$ cat config.mk
export PLATFORM = sky130hd
export DESIGN_NAME = circular_deque
export DESIGN_NICKNAME = d
export VERILOG_FILES = /design/src/sv/cdq_pkg.sv /design/src/sv/cdq_cell.sv /design/src/sv/cdq_ctrl.sv /design/src/sv/circular_deque.sv
export SDC_FILE = /design/constraint.sdc
export NUM_CORES = 1
export LEC_CHECK = 0
export BUFFER_PORTS_ARGS = -buffer_cell sky130_fd_sc_hd__buf_4
export CORE_UTILIZATION = 45
export DETAILED_ROUTE_END_ITERATION = 8
export SLEW_MARGIN = 25
export SYNTH_ARGS = -nofsm -noshare
export SYNTH_HDL_FRONTEND = slang
export SYNTH_HIERARCHICAL = 1
export SYNTH_SLANG_ARGS = --single-unit
$ cat constraint.sdc
create_clock -name i_clk -period 9.5 [get_ports i_clk]
set_clock_uncertainty 0.2 [all_clocks]
set_input_delay 1.9 -clock i_clk [delete_from_list [all_inputs] [get_ports i_clk]]
set_output_delay 1.9 -clock i_clk [all_outputs]
set_load 0.1 [all_outputs]
$ cat src/sv/cdq_pkg.sv
package cdq_pkg;

    localparam int WORD_W    = 32;
    localparam int OCC_W     = 4;
    localparam int DEPTH_DEF = 8;

    // operation requested by an input beat
    typedef enum logic [1:0] {
        KIND_PUSH_FRONT = 2'd0,
        KIND_PUSH_REAR  = 2'd1,
        KIND_POP_FRONT  = 2'd2,
        KIND_POP_REAR   = 2'd3
    } t_kind;

    // outcome reported with every result beat
    typedef enum logic [1:0] {
        STAT_DONE  = 2'd0,
        STAT_FULL  = 2'd1,
        STAT_EMPTY = 2'd2
    } t_status;

    // command broadcast to every cell of the chain
    typedef enum logic [2:0] {
        CELL_HOLD   = 3'd0,
        CELL_PUSH_F = 3'd1,
        CELL_PUSH_R = 3'd2,
        CELL_POP_F  = 3'd3,
        CELL_POP_R  = 3'd4
    } t_cell_op;

    typedef struct packed {
        t_kind                     kind;
        logic signed [WORD_W-1:0]  push_value;
    } t_in_beat;

    typedef struct packed {
        logic signed [WORD_W-1:0]  pop_value;
        t_status                   status;
        logic        [OCC_W-1:0]   occupancy;
    } t_out_beat;

    // what one cell shows its neighbours
    typedef struct packed {
        logic                      occ;
        logic signed [WORD_W-1:0]  data;
    } t_link;

endpackage

$ cat src/sv/cdq_cell.sv
module cdq_cell (
    input  logic                               i_clk,
    input  logic                               i_rst_n,
    input  cdq_pkg::t_cell_op                  i_op,
    input  logic signed [cdq_pkg::WORD_W-1:0]  i_word,
    input  cdq_pkg::t_link                     i_left,
    input  cdq_pkg::t_link                     i_right,
    input  logic signed [cdq_pkg::WORD_W-1:0]  i_tap,
    output cdq_pkg::t_link                     o_link,
    output logic signed [cdq_pkg::WORD_W-1:0]  o_tap
);

    logic                              r_occ;
    logic                              n_occ;
    logic signed [cdq_pkg::WORD_W-1:0] r_data;
    logic signed [cdq_pkg::WORD_W-1:0] n_data;
    logic signed [cdq_pkg::WORD_W-1:0] r_tap;
    logic signed [cdq_pkg::WORD_W-1:0] n_tap;

    always_comb begin
        n_occ  = r_occ;
        n_data = r_data;
        unique case (i_op)
            cdq_pkg::CELL_PUSH_F: begin
                n_occ  = i_left.occ;
                n_data = i_left.data;
            end
            cdq_pkg::CELL_PUSH_R: begin
                // first free cell takes the word
                n_occ = r_occ | i_left.occ;
                if (!r_occ && i_left.occ) begin
                    n_data = i_word;
                end
            end
            cdq_pkg::CELL_POP_F: begin
                n_occ  = i_right.occ;
                n_data = i_right.data;
            end
            cdq_pkg::CELL_POP_R: begin
                n_occ = i_right.occ;
            end
            default: begin
                n_occ  = r_occ;
                n_data = r_data;
            end
        endcase
    end

    // rear word travels one cell towards the front per cycle
    assign n_tap = (r_occ && !i_right.occ) ? r_data : i_tap;

    always_ff @(posedge i_clk) begin
        if (!i_rst_n) begin
            r_occ <= 1'b0;
        end else begin
            r_occ <= n_occ;
        end
    end

    always_ff @(posedge i_clk) begin
        r_data <= n_data;
        r_tap  <= n_tap;
    end

    assign o_link.occ  = r_occ;
    assign o_link.data = r_data;
    assign o_tap       = r_tap;

endmodule

$ cat src/sv/cdq_ctrl.sv
module cdq_ctrl #(
    parameter int DEPTH = cdq_pkg::DEPTH_DEF
) (
    input  logic                               i_clk,
    input  logic                               i_rst_n,
    input  logic                               i_start,
    input  cdq_pkg::t_in_beat                  i_cmd,
    input  logic signed [cdq_pkg::WORD_W-1:0]  i_front,
    input  logic signed [cdq_pkg::WORD_W-1:0]  i_rear,
    output logic                               o_busy,
    output cdq_pkg::t_cell_op                  o_op,
    output logic                               o_strobe,
    output cdq_pkg::t_out_beat                 o_result
);

    localparam int CW = $clog2(DEPTH + 1);

    typedef enum logic [1:0] {
        S_IDLE = 2'b01,
        S_WALK = 2'b10
    } t_state;

    t_state                  r_state;
    t_state                  n_state;
    logic [CW-1:0]           r_count;
    logic [CW-1:0]           n_count;
    logic [CW-1:0]           r_walk;
    logic [CW-1:0]           n_walk;
    logic                    r_strobe;
    logic                    n_strobe;
    cdq_pkg::t_out_beat      r_result;
    cdq_pkg::t_out_beat      n_result;
    logic                    full;
    logic                    empty;
    logic [CW+cdq_pkg::OCC_W-1:0] count_ext;

    assign full      = (r_count == CW'(DEPTH));
    assign empty     = (r_count == '0);
    assign count_ext = {{cdq_pkg::OCC_W{1'b0}}, n_count};

    always_comb begin
        n_state  = r_state;
        n_count  = r_count;
        n_walk   = r_walk;
        n_strobe = 1'b0;
        n_result = r_result;
        o_op     = cdq_pkg::CELL_HOLD;
        unique case (r_state)
            S_IDLE: begin
                if (i_start) begin
                    unique case (i_cmd.kind)
                        cdq_pkg::KIND_PUSH_FRONT, cdq_pkg::KIND_PUSH_REAR: begin
                            n_strobe           = 1'b1;
                            n_result.pop_value = '0;
                            if (full) begin
                                n_result.status = cdq_pkg::STAT_FULL;
                            end else begin
                                n_result.status = cdq_pkg::STAT_DONE;
                                n_count         = r_count + CW'(1);
                                o_op = (i_cmd.kind == cdq_pkg::KIND_PUSH_FRONT)
                                     ? cdq_pkg::CELL_PUSH_F : cdq_pkg::CELL_PUSH_R;
                            end
                        end
                        cdq_pkg::KIND_POP_FRONT: begin
                            n_strobe = 1'b1;
                            if (empty) begin
                                n_result.status    = cdq_pkg::STAT_EMPTY;
                                n_result.pop_value = '1;
                            end else begin
                                n_result.status    = cdq_pkg::STAT_DONE;
                                n_result.pop_value = i_front;
                                n_count            = r_count - CW'(1);
                                o_op               = cdq_pkg::CELL_POP_F;
                            end
                        end
                        cdq_pkg::KIND_POP_REAR: begin
                            if (empty) begin
                                n_strobe           = 1'b1;
                                n_result.status    = cdq_pkg::STAT_EMPTY;
                                n_result.pop_value = '1;
                            end else begin
                                n_state = S_WALK;
                                n_walk  = r_count - CW'(1);
                            end
                        end
                        default: begin
                            n_state = S_IDLE;
                        end
                    endcase
                end
            end
            S_WALK: begin
                if (r_walk == '0) begin
                    // rear word has reached the front tap
                    n_strobe           = 1'b1;
                    n_result.status    = cdq_pkg::STAT_DONE;
                    n_result.pop_value = i_rear;
                    n_count            = r_count - CW'(1);
                    o_op               = cdq_pkg::CELL_POP_R;
                    n_state            = S_IDLE;
                end else begin
                    n_walk = r_walk - CW'(1);
                end
            end
            default: begin
                n_state = S_IDLE;
            end
        endcase
        n_result.occupancy = count_ext[cdq_pkg::OCC_W-1:0];
    end

    always_ff @(posedge i_clk) begin
        if (!i_rst_n) begin
            r_state  <= S_IDLE;
            r_count  <= '0;
            r_walk   <= '0;
            r_strobe <= 1'b0;
        end else begin
            r_state  <= n_state;
            r_count  <= n_count;
            r_walk   <= n_walk;
            r_strobe <= n_strobe;
        end
    end

    always_ff @(posedge i_clk) begin
        r_result <= n_result;
    end

    assign o_busy   = (r_state != S_IDLE);
    assign o_strobe = r_strobe;
    assign o_result = r_result;

endmodule

$ cat src/sv/circular_deque.sv
// Channel   Ports                         Beat moves when
// -------   ---------------------------   -------------------------------
// command   start, busy, i_cmd            start high and busy low
// result    o_strobe, o_result            o_strobe high (one cycle only)
//
// Push and pop-front beats: result in the cycle after the command, next
// command may follow at once. Pop-rear: the rear word is carried to the
// front through the tap chain, one cell per cycle; busy stays high while
// it walks and the result follows once it reaches the front. Synchronous
// active-low reset empties the deque; word storage is not cleared. The
// receiver cannot stall; results are never held.
module circular_deque #(
    parameter int DEPTH = cdq_pkg::DEPTH_DEF
) (
    input  logic                i_clk,
    input  logic                i_rst_n,
    input  logic                start,
    output logic                busy,
    input  cdq_pkg::t_in_beat   i_cmd,
    output logic                o_strobe,
    output cdq_pkg::t_out_beat  o_result
);

    // Storage is a row of identical cells, front word always in cell 0,
    // stored words packed into cells 0..count-1. Each cell keeps an
    // occupied bit (together a thermometer of the count) so push-rear
    // and pop-rear decide locally from the neighbours' bits.

    cdq_pkg::t_cell_op                  cell_op;
    cdq_pkg::t_link                     cell_link [DEPTH];
    logic signed [cdq_pkg::WORD_W-1:0]  cell_tap  [DEPTH];
    cdq_pkg::t_link                     head_link;
    cdq_pkg::t_link                     end_link;

    // left of cell 0: the incoming word, always seen as occupied
    assign head_link.occ  = 1'b1;
    assign head_link.data = i_cmd.push_value;
    // right of the last cell: permanently empty
    assign end_link.occ   = 1'b0;
    assign end_link.data  = '0;

    for (genvar g = 0; g < DEPTH; g++) begin : g_cell
        cdq_pkg::t_link                    left_l;
        cdq_pkg::t_link                    right_l;
        logic signed [cdq_pkg::WORD_W-1:0] right_tap;

        if (g == 0) begin : g_first
            assign left_l = head_link;
        end else begin : g_mid
            assign left_l = cell_link[g-1];
        end

        if (g == DEPTH - 1) begin : g_last
            assign right_l   = end_link;
            assign right_tap = '0;
        end else begin : g_inner
            assign right_l   = cell_link[g+1];
            assign right_tap = cell_tap[g+1];
        end

        cdq_cell u_cell (
            .i_clk   (i_clk),
            .i_rst_n (i_rst_n),
            .i_op    (cell_op),
            .i_word  (i_cmd.push_value),
            .i_left  (left_l),
            .i_right (right_l),
            .i_tap   (right_tap),
            .o_link  (cell_link[g]),
            .o_tap   (cell_tap[g])
        );
    end

    // sequencer: decodes the beat, tracks the count, times the rear walk
    cdq_ctrl #(
        .DEPTH (DEPTH)
    ) u_ctrl (
        .i_clk    (i_clk),
        .i_rst_n  (i_rst_n),
        .i_start  (start),
        .i_cmd    (i_cmd),
        .i_front  (cell_link[0].data),
        .i_rear   (cell_tap[0]),
        .o_busy   (busy),
        .o_op     (cell_op),
        .o_strobe (o_strobe),
        .o_result (o_result)
    );

endmodule

======== After elaboration in Yosys (flattened, before gate mapping) ========
Index checks and enable logic that the tools add are counted.
operators by class
  bitwise gates (word level) .............. 7
  add/sub/neg operators ................... 3
  eq/ne operators ......................... 25
  reduce and logical (&&, ||, !) cells .... 36
  multiplexer cells ....................... 66
operator list
  operator             count
  $pmux 32 s3          8
  $mux 32              15
  $mux 34              4
  $pmux 34 s3          1
  $pmux 34 s2          1
  $mux 4               8
  $pmux 4 s2           3
  $pmux 1 s3           7
  $ne 2x1->1 const B   9
  $reduce_and 2->1     8
  $mux 2               6
  $pmux 3 s2           2
  $ne 2x2->1 const B   5
  $mux 3               3
  $logic_not 4->1      2
  $reduce_and 4->1     2
  $sub 4x1->4 const B  2
  $logic_and 1x1->1    7
  $logic_not 1->1      7
  $or 1x1->1           7
  $eq 2x2->1 const B   3
  $eq 3x2->1 const B   2
  $pmux 1 s2           3
  $reduce_bool 3->1    2
  other kinds (13)     20
storage, ports and cells
  bits in registers ....................... 569
  output and inout bits ................... 40
  logic and storage cells ................. 168
  input port bits ......................... 37

======== Depth between registers and ports, before layout ========
  depth after elaboration ................. 9
  depth in mapped cells ................... 10
  depth with buffers taken out ............ 8

======== Cells and area by module ========
Netlist, hierarchy kept.
by module, submodules not included
  module          area an instance (um^2)  instances  sequential area each (um^2)  cells an instance
  cdq_cell        2747.6                   8          1621.6                       220
  cdq_ctrl        2610.0                   1          1321.3                       270
  circular_deque  7.5                      1          0.0                          2

======== Least setup slack after synthesis ========
No wires, ideal clock.
  path kind ............................... in2reg
  start point ............................. input i_cmd[33] (netlist bit)
  end point ............................... register g_cell[0].u_cell/r_data[0] (netlist bit) (enable)
  arrival time ............................ 4.906 ns
  path slack .............................. 3.972 ns
  path buffers ............................ 2
  setup time .............................. 0.421 ns
  data required time ...................... 8.879 ns
  stages .................................. 7
  cell sequence ........................... xor2_1 -> a211oi_1 -> nor2b_1 -> buf_6 -> buf_2 -> a31oi_1 -> nor2_1
between the ends
  cells in the longest elaborated chain, start to end .. 9
  elaborated cells between the ends (all ways) .. 15
  those cells by class .................... eq/ne (6); mux (5); reduce/logical (4)
RTL lines
  item                                                              RTL line                        source
  start: declaration                                                circular_deque.sv:19            input cdq_pkg::t_in_beat i_cmd,
  $logic_not 2->1                                                   cdq_ctrl.sv:51, cdq_ctrl.sv:60
  $mux 2                                                            cdq_ctrl.sv:61                  ? cdq_pkg::CELL_PUSH_F : cdq_pkg::CELL_PUSH_R;
  $mux 3                                                            cdq_ctrl.sv:55                  if (full) begin
  $pmux 3 s2 (*)                                                    cdq_ctrl.sv:51                  unique case (i_cmd.kind)
  $mux 3 (*)                                                        cdq_ctrl.sv:50                  if (i_start) begin
  $pmux 3 s2 (*)                                                    cdq_ctrl.sv:48                  unique case (r_state)
  via cell_op[0]                                                    circular_deque.sv:29            cdq_pkg::t_cell_op cell_op;
  $eq 3x2->1 or $eq 3x1->1 (tied branches)                          cdq_cell.sv:23                  unique case (i_op)
  $ne 2x2->1 (no source line) or $reduce_bool 3->1 (tied branches)  -
  $reduce_and 2->1 (no source line) (*)                             -
  end signal: assignment                                            cdq_cell.sv:61                  r_data <= n_data;
  end: declaration                                                  cdq_cell.sv:15                  logic signed [cdq_pkg::WORD_W-1:0] r_data;
Mark *: on every way through the listed nets, which the timed path passes. The rest lies on a longest branch.
A chain may end at the register's enable or synchronous reset.

======== Worst setup path after layout ========
  start point ............................. input i_cmd[33] (netlist bit)
  end point ............................... register g_cell[5].u_cell/r_data[8] (netlist bit), data pin
between the ends
  cells in the longest elaborated chain, start to end .. 8
  elaborated cells between the ends (all ways) .. 13
  those cells by class .................... eq/ne (5); mux (6); reduce/logical (2)
RTL lines
  item                                      RTL line                        source
  $logic_not 2->1                           cdq_ctrl.sv:51, cdq_ctrl.sv:60
  $mux 2                                    cdq_ctrl.sv:61
  $mux 3                                    cdq_ctrl.sv:55
  $pmux 3 s2 (*)                            cdq_ctrl.sv:51
  $mux 3 (*)                                cdq_ctrl.sv:50
  $pmux 3 s2 (*)                            cdq_ctrl.sv:48
  via cell_op[1]                            circular_deque.sv:29
  $eq 3x2->1 or $eq 3x1->1 (tied branches)  cdq_cell.sv:23
  $pmux 32 s3 (*)                           cdq_cell.sv:23
  via g_cell[5].u_cell.n_data (one bit)     cdq_cell.sv:16                  logic signed [cdq_pkg::WORD_W-1:0] n_data;
  end signal: assignment                    cdq_cell.sv:61
  end: declaration                          cdq_cell.sv:15
Marks and branches as above.

==> results.md <==
- Via count: 15.4k
- Met2 Use GR: 34.7%
- Startpoint types: input pin
- Setup tns final: 0 ns
- Nature of the critical path endpoint: flop
- Netlist cell types: 60
- HPWL Detailed: about 34000 um
- Peak VDD IR: 0.148 mV
- CTS tree: yes
- # Post-CTS Setup Buffers: 0
- Fin crit share: between 50 and 60%
- Internal Power: around 0.0046 W
- RSZ-0062 raised after global routing: false
- Drt first pass iters: 5
- PwrDens: 232 nW/um2
- WL final: 60400 um
- Synthesized flop and latch total: 569
- Initial antenna violation count: 4
- WP data required: 9.65 ns
- Inserted Clock Buffers: 59
- Clk pwr share: between 30 and 40%
- Hold path endpoint: g_cell[5].u_cell/o_tap[7]
- Setup violators final: 0
- Layout cells sized above 1: 10.4%
- Data arrival, critical path: about 5.0 ns
- Number of global-route vias before repair: 15.3k
- Critical R2R Capture: g_cell[0].u_cell/r_data[26]
- Post_cts resized: 0
- Hold Startpoint: g_cell[6].u_cell/o_tap[7]
- Die Area: 55600 um2
- Worst-Skew Late Latency: 0.63 ns
- Worst r2r path cells: 8
- Worst hold slack: 0.230 ns
- Max-cap violations: 0
- CTS sink count: 569
- Setup Crit Path Kind: input pin to flop
- Row cnt: 85
- Fin nets: between 2k and 2.5k
- Core Area: between 50000 and 60000 um2
- Total I/O pin count: 77
- Register area share after synthesis: 58.1%
- Clock Tree Root: clkbuf_16
- Async SR Flop Fraction: 0%
- Hold Crit Class: flop to flop
- Switching power total: ~0.0018 W
- Switching share of total power: 28.1%
- GR Util All Layers: 21.7%
- Largest net degree at the start of global routing: 165
- PortBufs: 76
- Post-synth EDFFs: just under 300
- Non-Filler Instances: 2868
- Met3 GRT Util: 3.45%
- Post-layout min period: 4.84 ns
- Actual slew at the worst max-slew pin: 0.941 ns
- Max Fanout on Critical Path: 42
- Seq pwr share: 48.7%
- Most used DFF post-synth: edfxtp_1
- FF-to-FF Start: u_ctrl/r_state[0]
- First-pass GRT wire length: 92700 um
- Syn Std Cell Area: 24600 um2
- WL/cell: 21.1 um
- R2R Setup Slk: 5.50 ns
- Gr ovfl total: 0
- Final hold violation count: 0
- GPL Wtd Cong: 0.777
- Max-slew headroom: between 30% and 40%
- Die H: 236 um
- Met1 Track Usage GR: 30.7%
- GRT Max-Usage Layer: met2
- Residual DRC: 0
- Status: finished clean
- ANT nets after route: 0
- Fmax: 207 MHz
- Fin. max-slew vios: 0
- Syn Inst Count: 2032
- Worst hold stages: 1
- Syn. warnings: 6
- Placed cells: 2753
- Comb pwr share: between 15 and 20%
- Lkg Pwr: 10.2 nW
- Area Growth Syn to Fin: 12.8%
- Via/cell ratio: around 5.4
- Clock slew seen by the registers of the worst setup and hold paths: 0.06 ns
- Hold buffers post-CTS: 0
- Clock Tree Buf Depth: 3
- Mean Syn Cell Area: 12.1 um2
- Initial drt markers: 1299
- Starting Density: 45.6%
- Die outline width: 236 um
- H-tree depth: 2
[registers in the layout, indices dropped and copies added, names as in the netlist]
| name | flops |
|---|---|
| u_ctrl/r_walk | 4 |
| g_cell.u_cell/o_tap | 256 |
| u_ctrl/r_count | 4 |
| g_cell.u_cell/r_occ | 8 |
| g_cell.u_cell/r_data | 256 |
| u_ctrl/r_state | 2 |
| u_ctrl/o_result | 38 |
| u_ctrl/o_strobe | 1 |
[routing by layer]
layer | up-vias | part of all wire [%]
met5 | - | 0
met4 | 0 | 1.9
met3 | 79 | 5.1
li1 | 7476 | -
met1 | 7514 | 48
met2 | 370 | 45
[worst max path at each step]
stage / start / end / slack, ns / depth (start not counted)
floorplan: i_cmd[33] / g_cell[0].u_cell/r_data[0] / 3.97 / 7
global placement: i_cmd[33] / g_cell[1].u_cell/r_data[14] / 3.92 / 8
detailed placement: i_cmd[33] / g_cell[0].u_cell/r_data[14] / 3.81 / 8
CTS: i_cmd[33] / g_cell[0].u_cell/r_data[12] / 4.47 / 8
global route: i_cmd[33] / g_cell[5].u_cell/r_data[10] / 4.51 / 9
finish: i_cmd[33] / g_cell[5].u_cell/r_data[8] / 4.66 / 9
[worst max-delay path, stage by stage]
cell	delay, ns
buf_4	0.42
inv_1	0.19
nor3_1	0.52
o211a_1	0.20
buf_4	0.44
nand2b_2	0.57
buf_4	0.50
nand2_1	0.13
o21ai_1	0.07
[power by group through the flow]
stage | sequential, W | clock [W] | combinational (W)
2_1_floorplan | 0.00332 | 0 | 0.000650
3_3_place_gp | 0.00318 | 0 | 0.00108
3_5_place_dp | 0.00319 | 0 | 0.00109
4_1_cts | 0.00314 | 0.00226 | 0.00110
5_1_grt | 0.00317 | 0.00236 | 0.00119
6_report | 0.00314 | 0.00221 | 0.00110
[synth_stat cells, drive strengths merged, types with 2 or more instances]
master,count,area (um2)
mux2i,264,2640
nor2b,3,18.8
o2111a,8,90.1
o211a,2,20.0
inv,22,82.6
xnor2,2,17.5
a21oi,14,70.1
nor3,3,15.0
nand3,2,10.0
o211ai,10,75.1
o22ai,3,18.8
nand2b,18,113
mux2,257,2890
dfxtp,279,5590
nor2,16,60.1
nand2,295,1110
and2,2,15.0
nor3b,2,26.3
a21bo,2,20.0
o21ai,327,1640
ha,5,62.6
a31oi,9,62.6
edfxtp,290,8710
conb,2,7.51
or3b,9,81.3
a2bb2oi,3,26.3
o32ai,3,26.3
buf,138,775
clkbuf,10,37.5
a211oi,4,30.0
nand3b,9,67.6
[through the flow]
stage	utilization, %	total power, W	cell area, um2	setup WS (ns)
after floorplan	-	0.00397	24900	3.97
after global placement	47.9	0.00425	25900	3.92
after detailed placement	48.0	0.00428	25900	3.81
after CTS	51.4	0.00650	27700	4.47
after global routing	51.5	0.00672	27700	4.51
final	51.5	0.00644	27700	4.66
[final cells by class]
class	count	area, um2
timing repair buffer	106	848
antenna	2	5.00
inverter	22	82.6
sequential	569	14300
fill	4703	26200
clock buffer	101	1760
multi-input combinational	1361	9810
tap	696	871
clock inverter	11	77.6
[cell usage in the layout (no fill, tap or decap), drive strengths merged, types with 4 or more instances in the layout]
| master | synthesis | layout |
|---|---|---|
| mux2i | 264 | 264 |
| conb | 2 | 70 |
| o2111a | 8 | 8 |
| a21oi | 14 | 14 |
| or3b | 9 | 9 |
| clkbuf | 10 | 101 |
| o21ai | 327 | 327 |
| nand2 | 295 | 295 |
| o211ai | 10 | 10 |
| nor2 | 16 | 16 |
| inv | 22 | 24 |
| buf | 138 | 106 |
| dfxtp | 279 | 279 |
| edfxtp | 290 | 290 |
| ha | 5 | 5 |
| clkinv | 0 | 6 |
| a211oi | 4 | 4 |
| mux2 | 257 | 257 |
| nand3b | 9 | 9 |
| nand2b | 18 | 18 |
| a31oi | 9 | 9 |
[cell families after synthesis]
group / after synthesis / synth area share [%]
AOI/OAI and AO/OA: 396 / 8.96
xor gates and xnor gates: 3 / 0.107
adders and majority gates: 5 / 0.254
buffers and inverters: 170 / 3.64
DFF: 569 / 58.1
muxes: 521 / 22.5
other: 2 / 0.0305
and+or+nand+nor: 366 / 6.40
Note: power is estimated with default switching activity, not from simulation.
